--- config.mk ---
export PLATFORM = sky130hd
export DESIGN_NAME = binary_to_decimal_ascii_digits
export DESIGN_NICKNAME = d
export VERILOG_FILES = /design/src/rtl/bdad_pkg.sv /design/src/rtl/bdad_dabble.sv /design/src/rtl/binary_to_decimal_ascii_digits.sv
export SDC_FILE = /design/constraint.sdc
export NUM_CORES = 1
export LEC_CHECK = 0
export BUFFER_PORTS_ARGS = -buffer_cell sky130_fd_sc_hd__buf_2
export CAP_MARGIN = 20
export CORE_UTILIZATION = 35
export DETAILED_ROUTE_END_ITERATION = 6
export RECOVER_POWER = 50
export SLEW_MARGIN = 20
export SYNTH_ARGS = -nofsm -noshare
export SYNTH_HDL_FRONTEND = slang
export SYNTH_SLANG_ARGS = --single-unit
--- constraint.sdc ---
create_clock -name clk -period 3.05 [get_ports clk]
set_clock_uncertainty 0.05 [all_clocks]
set_input_delay 0 -clock clk [delete_from_list [all_inputs] [get_ports clk]]
set_output_delay 0 -clock clk [all_outputs]
set_load 0.01 [all_outputs]
--- src/rtl/bdad_pkg.sv ---
// shared types and constants for the binary to decimal ascii converter
package bdad_pkg;

	localparam int VALUE_W    = 27;
	localparam int IN_DATA_W  = 32;
	localparam int CHAR_W     = 6;
	localparam int OUT_DATA_W = 8;
	localparam int DIGIT_W    = 4;
	// a 27-bit value never needs more than nine decimal digits
	localparam int BCD_DIGITS = 9;
	localparam int IDX_W      = $clog2(BCD_DIGITS);
	localparam int CNT_W      = $clog2(VALUE_W);
	localparam int MAX_DIGITS = 8;

	localparam longint unsigned DIGIT_LIMIT = 64'd10 ** MAX_DIGITS;
	localparam logic [CHAR_W-1:0] ASCII_ZERO = 6'd48;

	typedef logic [BCD_DIGITS-1:0][DIGIT_W-1:0] bcd_t;

	typedef enum logic [1:0] {
		ST_IDLE,
		ST_CONVERT,
		ST_SCAN,
		ST_EMIT
	} state_t;

endpackage

--- src/rtl/bdad_dabble.sv ---
// one shift-add-3 step of the double dabble conversion
module bdad_dabble
	import bdad_pkg::*;
(
	input  bcd_t bcd_in,
	input  logic bit_in,
	output bcd_t bcd_out
);

	bcd_t adj;

	always_comb begin
		for (int i = 0; i < BCD_DIGITS; i++) begin
			if (bcd_in[i] >= DIGIT_W'(5)) begin
				adj[i] = bcd_in[i] + DIGIT_W'(3);
			end else begin
				adj[i] = bcd_in[i];
			end
		end
	end

	assign bcd_out = bcd_t'({adj, bit_in});

endmodule

--- src/rtl/binary_to_decimal_ascii_digits.sv ---
// top level: sequencer, shared double dabble step and digit output register
// each request is accepted, then shifted one value bit at a time through the shared dabble step,
// then leading zeros are skipped and one digit at a time is sent, held while the receiver stalls
// a new request is taken only in idle, after the last digit of the previous one is loaded for output
// an overflow request skips the conversion and sends its single result at once
// arst_n clears the sequencer and the output valid; the datapath is not reset
module binary_to_decimal_ascii_digits
	import bdad_pkg::*;
(
	input  logic                  clk,
	input  logic                  arst_n,
	// input request
	input  logic                  s_tvalid,
	output logic                  s_tready,
	input  logic [IN_DATA_W-1:0]  s_tdata,   // [26:0] value, [31:27] zero
	// output result
	output logic                  m_tvalid,
	input  logic                  m_tready,
	output logic [OUT_DATA_W-1:0] m_tdata,   // [5:0] digit_char, [7:6] zero
	output logic                  m_tlast,
	output logic [0:0]            m_tuser    // [0] overflow
);

	state_t state_q, state_d;

	logic [VALUE_W-1:0] sh_q;
	bcd_t               bcd_q;
	bcd_t               bcd_step;
	logic [CNT_W-1:0]   cnt_q;
	logic [IDX_W-1:0]   idx_q;
	logic               ovf_q;

	logic [CHAR_W-1:0]  char_q;
	logic               last_q;
	logic               ovf_out_q;
	logic               out_valid_q;

	// control from the output decode
	logic in_accept;
	logic in_ovf;
	logic slot_free;
	logic load_out;
	logic cur_zero;

	// shared step unit, fed from the msb of the shift register
	bdad_dabble u_dabble (
		.bcd_in  (bcd_q),
		.bit_in  (sh_q[VALUE_W-1]),
		.bcd_out (bcd_step)
	);

	assign in_ovf   = {{(64-VALUE_W){1'b0}}, s_tdata[VALUE_W-1:0]} >= DIGIT_LIMIT;
	assign cur_zero = (bcd_q[idx_q] == '0);

	// next state
	always_comb begin
		state_d = state_q;
		case (state_q)
			ST_IDLE: begin
				if (s_tvalid) begin
					state_d = in_ovf ? ST_EMIT : ST_CONVERT;
				end
			end
			ST_CONVERT: begin
				if (cnt_q == CNT_W'(VALUE_W - 1)) begin
					state_d = ST_SCAN;
				end
			end
			ST_SCAN: begin
				// drop leading zeros, always keep the units digit
				if (idx_q == '0 || !cur_zero) begin
					state_d = ST_EMIT;
				end
			end
			ST_EMIT: begin
				if (slot_free && idx_q == '0) begin
					state_d = ST_IDLE;
				end
			end
			default: state_d = ST_IDLE;
		endcase
	end

	// outputs of the sequencer
	always_comb begin
		s_tready  = 1'b0;
		load_out  = 1'b0;
		slot_free = !out_valid_q || m_tready;
		case (state_q)
			ST_IDLE:    s_tready = 1'b1;
			ST_CONVERT: s_tready = 1'b0;
			ST_SCAN:    s_tready = 1'b0;
			ST_EMIT:    load_out = slot_free;
			default:    s_tready = 1'b0;
		endcase
		in_accept = s_tready && s_tvalid;
	end

	always_ff @(posedge clk or negedge arst_n) begin
		if (!arst_n) begin
			state_q     <= ST_IDLE;
			out_valid_q <= 1'b0;
		end else begin
			state_q <= state_d;
			if (load_out) begin
				out_valid_q <= 1'b1;
			end else if (m_tready) begin
				out_valid_q <= 1'b0;
			end
		end
	end

	// conversion datapath
	always_ff @(posedge clk) begin
		if (in_accept) begin
			sh_q  <= s_tdata[VALUE_W-1:0];
			bcd_q <= '0;
			cnt_q <= '0;
			ovf_q <= in_ovf;
			idx_q <= '0;
		end else begin
			case (state_q)
				ST_CONVERT: begin
					bcd_q <= bcd_step;
					sh_q  <= {sh_q[VALUE_W-2:0], 1'b0};
					cnt_q <= cnt_q + CNT_W'(1);
					idx_q <= IDX_W'(BCD_DIGITS - 1);
				end
				ST_SCAN: begin
					if (idx_q != '0 && cur_zero) begin
						idx_q <= idx_q - IDX_W'(1);
					end
				end
				ST_EMIT: begin
					if (slot_free && idx_q != '0) begin
						idx_q <= idx_q - IDX_W'(1);
					end
				end
				default: idx_q <= idx_q;
			endcase
		end
	end

	// output register, parts the result side from the sequencer
	always_ff @(posedge clk) begin
		if (load_out) begin
			if (ovf_q) begin
				char_q <= '0;
			end else begin
				char_q <= ASCII_ZERO + {{(CHAR_W-DIGIT_W){1'b0}}, bcd_q[idx_q]};
			end
			last_q    <= (idx_q == '0);
			ovf_out_q <= ovf_q;
		end
	end

	assign m_tvalid   = out_valid_q;
	assign m_tdata    = {{(OUT_DATA_W-CHAR_W){1'b0}}, char_q};
	assign m_tlast    = last_q;
	assign m_tuser[0] = ovf_out_q;

endmodule
==> results.ini <==
[routing]
via_count = 3554
viasPerCell = 4.82
wl_per_cell_um = 12.3
drt-total-wl_um = 9110
drtAntennaViolNets = 0
drcViolationCount = 0
firstDrtPassIters = 5
drt_iter0_drc = 247

[flow_run]
cap_violations = 0

[global_route]
grt_pass1_vias = 3323
grt_pass1_wl_um = 15300
overflow = 0
grt_max_degree = 65
grt_use_total = 0.148
antenna_found_initial = 0

[clock_network]
clkSinkCount = 83
cts_root_buf = clkbuf_16
numCtsBuffers = 9
cts_tree = done
htreeDepth = 3
cts.repair.resized = 0
cts_buffer_depth = 2
clk_pin_slew_worst_paths_ps = 60
worst_skew_pair.late_latency_ps = 350

[worst_hold_path]
holdCritPathClass = primary input to flip-flop

[logic_synthesis]
ys_warn_count = 0
synthArstFlopShare = 0.0361
synth_cell_type_count = 48
yosysMostFrequentCell = nand2_1
syn_area_mm2 = 0.00446
yosysTopAreaCell = edfxtp_1
yosysSeqAreaShare = 0.455
synth_edf_count = 35
netlist.area_leader.share = 0.236
netlist_instances = 499
synth_ff_type = dfxtp_1
synth_common_cells = 104 x nand2_1, 45 x dfxtp_1, 44 x nor2_1
synth.avg_cell_area_um2 = 8.93
synth_seq_cells = 83
synthTopCellsByArea = edfxtp_1 24%, dfxtp_1 20%, nand2_1 8.8%

[cells_and_area]
fillers = 1193
final_core_utilization = 0.444
areaGrowthSynthToFinish_pct = 21.8
layout.nets = 627
multi_input_area_mm2 = 0.00221
seq_area_mm2 = 0.00203
n_antenna_cell = 0
drive_above_1_share = 0.102

[power_and_ir_drop]
p_leak_nw = 2.18
ir_drop_v = 0.000424
p_per_area_mw_per_mm2 = 953

[placement]
dp_hpwl_um = 5960
numPortBuffers = 40
place.gp.congestion = 0.757

[setup_path]
cp_slowest_stage_delay_ps = 560
end_kind = flip-flop
path_buf_inv = 0
path_cells = mux4_2 -> nor2_1 -> o21ai_0 -> o41a_1 -> or4_1 -> a21oi_1
cp-start-kind = flip-flop
path_delay_family = compound AO/OA/AOI/OAI gates
cp_max_fo = 8
cp.arrival_ps = 2880
worst_ep_required_time_ps = 3280
path_class = flip-flop to flip-flop
worst_path_max_delay_cell = mux4_2

[sta]
hold_viol_final = 0
setup_violations = 0
worst_pin_slew_ps = 708
max_slew_margin = 0.528
setup_tns_ps = 0
fin_crit_sh = 0.869
maxSlewViolCount = 0
finalCriticalPeriod_ps = 2650
fmax_mhz = 377
rsz0062_at_grt = no

[die]
die_width_um = 115
dieArea_mm2 = 0.0132
ios = 48
die_y_um = 115
core_region_area_mm2 = 0.0122
initial_core_util = 0.365
num_rows = 40

[outcome]
status = complete, no violations

## layout by cell type, fill, tap and decap left out, types with 2 or more instances in the layout
cell | synthesis | layout
inv_1 | 27 | 28
ha_1 | 26 | 26
mux2i_1 | 21 | 21
clkinvlp_4 | 0 | 2
nor3_1 | 9 | 9
clkbuf_16 | 0 | 9
a211oi_1 | 2 | 2
dfxtp_1 | 45 | 45
a22o_1 | 2 | 2
and2_0 | 0 | 4
nor2_1 | 44 | 44
edfxtp_1 | 35 | 35
nand2b_1 | 12 | 12
and3_1 | 2 | 2
and2_1 | 6 | 2
nor2b_1 | 2 | 2
nand2_1 | 104 | 104
a21oi_1 | 40 | 40
nand3_1 | 10 | 10
inv_6 | 0 | 3
o21ai_0 | 31 | 31
nand4_1 | 2 | 2
buf_2 | 3 | 29
xor2_1 | 11 | 11
mux4_2 | 4 | 4
a221o_1 | 3 | 3
conb_1 | 1 | 2
o211ai_1 | 2 | 2
xnor2_1 | 10 | 10
dfrtp_1 | 3 | 3
clkbuf_1 | 13 | 11
nor3b_1 | 2 | 2
or4_1 | 3 | 3
buf_4 | 3 | 6
dlygate4sd3_1 | 0 | 31
## worst register-to-register path: cells and delay by family, from the launching register on
| family | cells | cell delay (ps) |
|---|---|---|
| AOI/OAI and AO/OA | 3 | 850 |
| and+or+nand+nor | 2 | 590 |
| DFF | 1 | 530 |
| muxes | 1 | 560 |
## final timing paths
kind / from / endpoint / depth (start not counted) / slack (ps)
max in group asynchronous: arst_n / m_tvalid / 3 / 2300
min in group asynchronous: arst_n / state_q[1] / 3 / 490
worst max-delay path: idx_q[0] / idx_q[1] / 6 / 400
worst max register to register: idx_q[0] / idx_q[1] / 6 / 400
worst min-delay path: s_tvalid / state_q[1] / 4 / 30
worst min register to register: ovf_q / m_tuser / 0 / 400
## sequential cells by signal, summed over array words and instances (netlist names), 2 cells and up
signal,cells
char_q,5
bcd_q,36
sh_q,27
cnt_q,5
state_q,2
idx_q,4
## timing repair
| action | CTS | global route |
|---|---|---|
| setup buffers | 0 | 0 |
| endpoints found under the hold margin | 31 | 0 |
| hold buffers | 31 | 0 |
## cell type report
type,count,share of cell area
multi-input combinational,365,0.408
sequential,83,0.374
timing repair buffer,78,0.104
clock buffer,9,0.0415
tap,168,0.0387
inverter,28,0.0194
clock inverter,7,0.0152
## logic make-up (layout without fill, tap and decap cells)
| kind of cell | count (synthesis) | after routing | synth area share |
|---|---|---|---|
| adders and majority gates | 26 | 26 | 0.0730 |
| muxes | 25 | 25 | 0.0674 |
| and+or+nand+nor | 201 | 201 | 0.197 |
| DFF | 83 | 83 | 0.455 |
| other | 1 | 2 | 0.000842 |
| buffers and inverters | 52 | 122 | 0.0489 |
| AOI/OAI and AO/OA | 90 | 90 | 0.117 |
| xor gates and xnor gates | 21 | 21 | 0.0413 |
## report_power, final
group          switching (W)  internal [W]  leakage (nW)
Combinational        0.00117      0.000807          1.29
Clock               0.000475      0.000648         0.145
Sequential          0.000337       0.00173         0.741
## stage by stage
step / cells / hold slack [ps] / power [W] / cell area (um^2) / setup WS, ps
after global routing: 738 / 69.0 / 0.00559 / 5430 / 204
after CTS: 738 / 29.4 / 0.00523 / 5440 / 427
after floorplan: 500 / -346 / 0.00354 / 4460 / 580
final: 738 / 26.9 / 0.00517 / 5430 / 399
after detailed placement: 691 / -246 / 0.00406 / 4820 / 442
after global placement: 691 / -251 / 0.00398 / 4820 / 525
## metal layers
metal  part of all wire  track usage  vias to the layer above
li1                   -            -                     1831
met1               0.48        0.185                     1645
met2               0.47        0.243                       64
met3              0.031       0.0322                       14
met4              0.022       0.0719                        0
met5                  0            0                        -
Note: power is estimated with default switching activity, not from simulation.
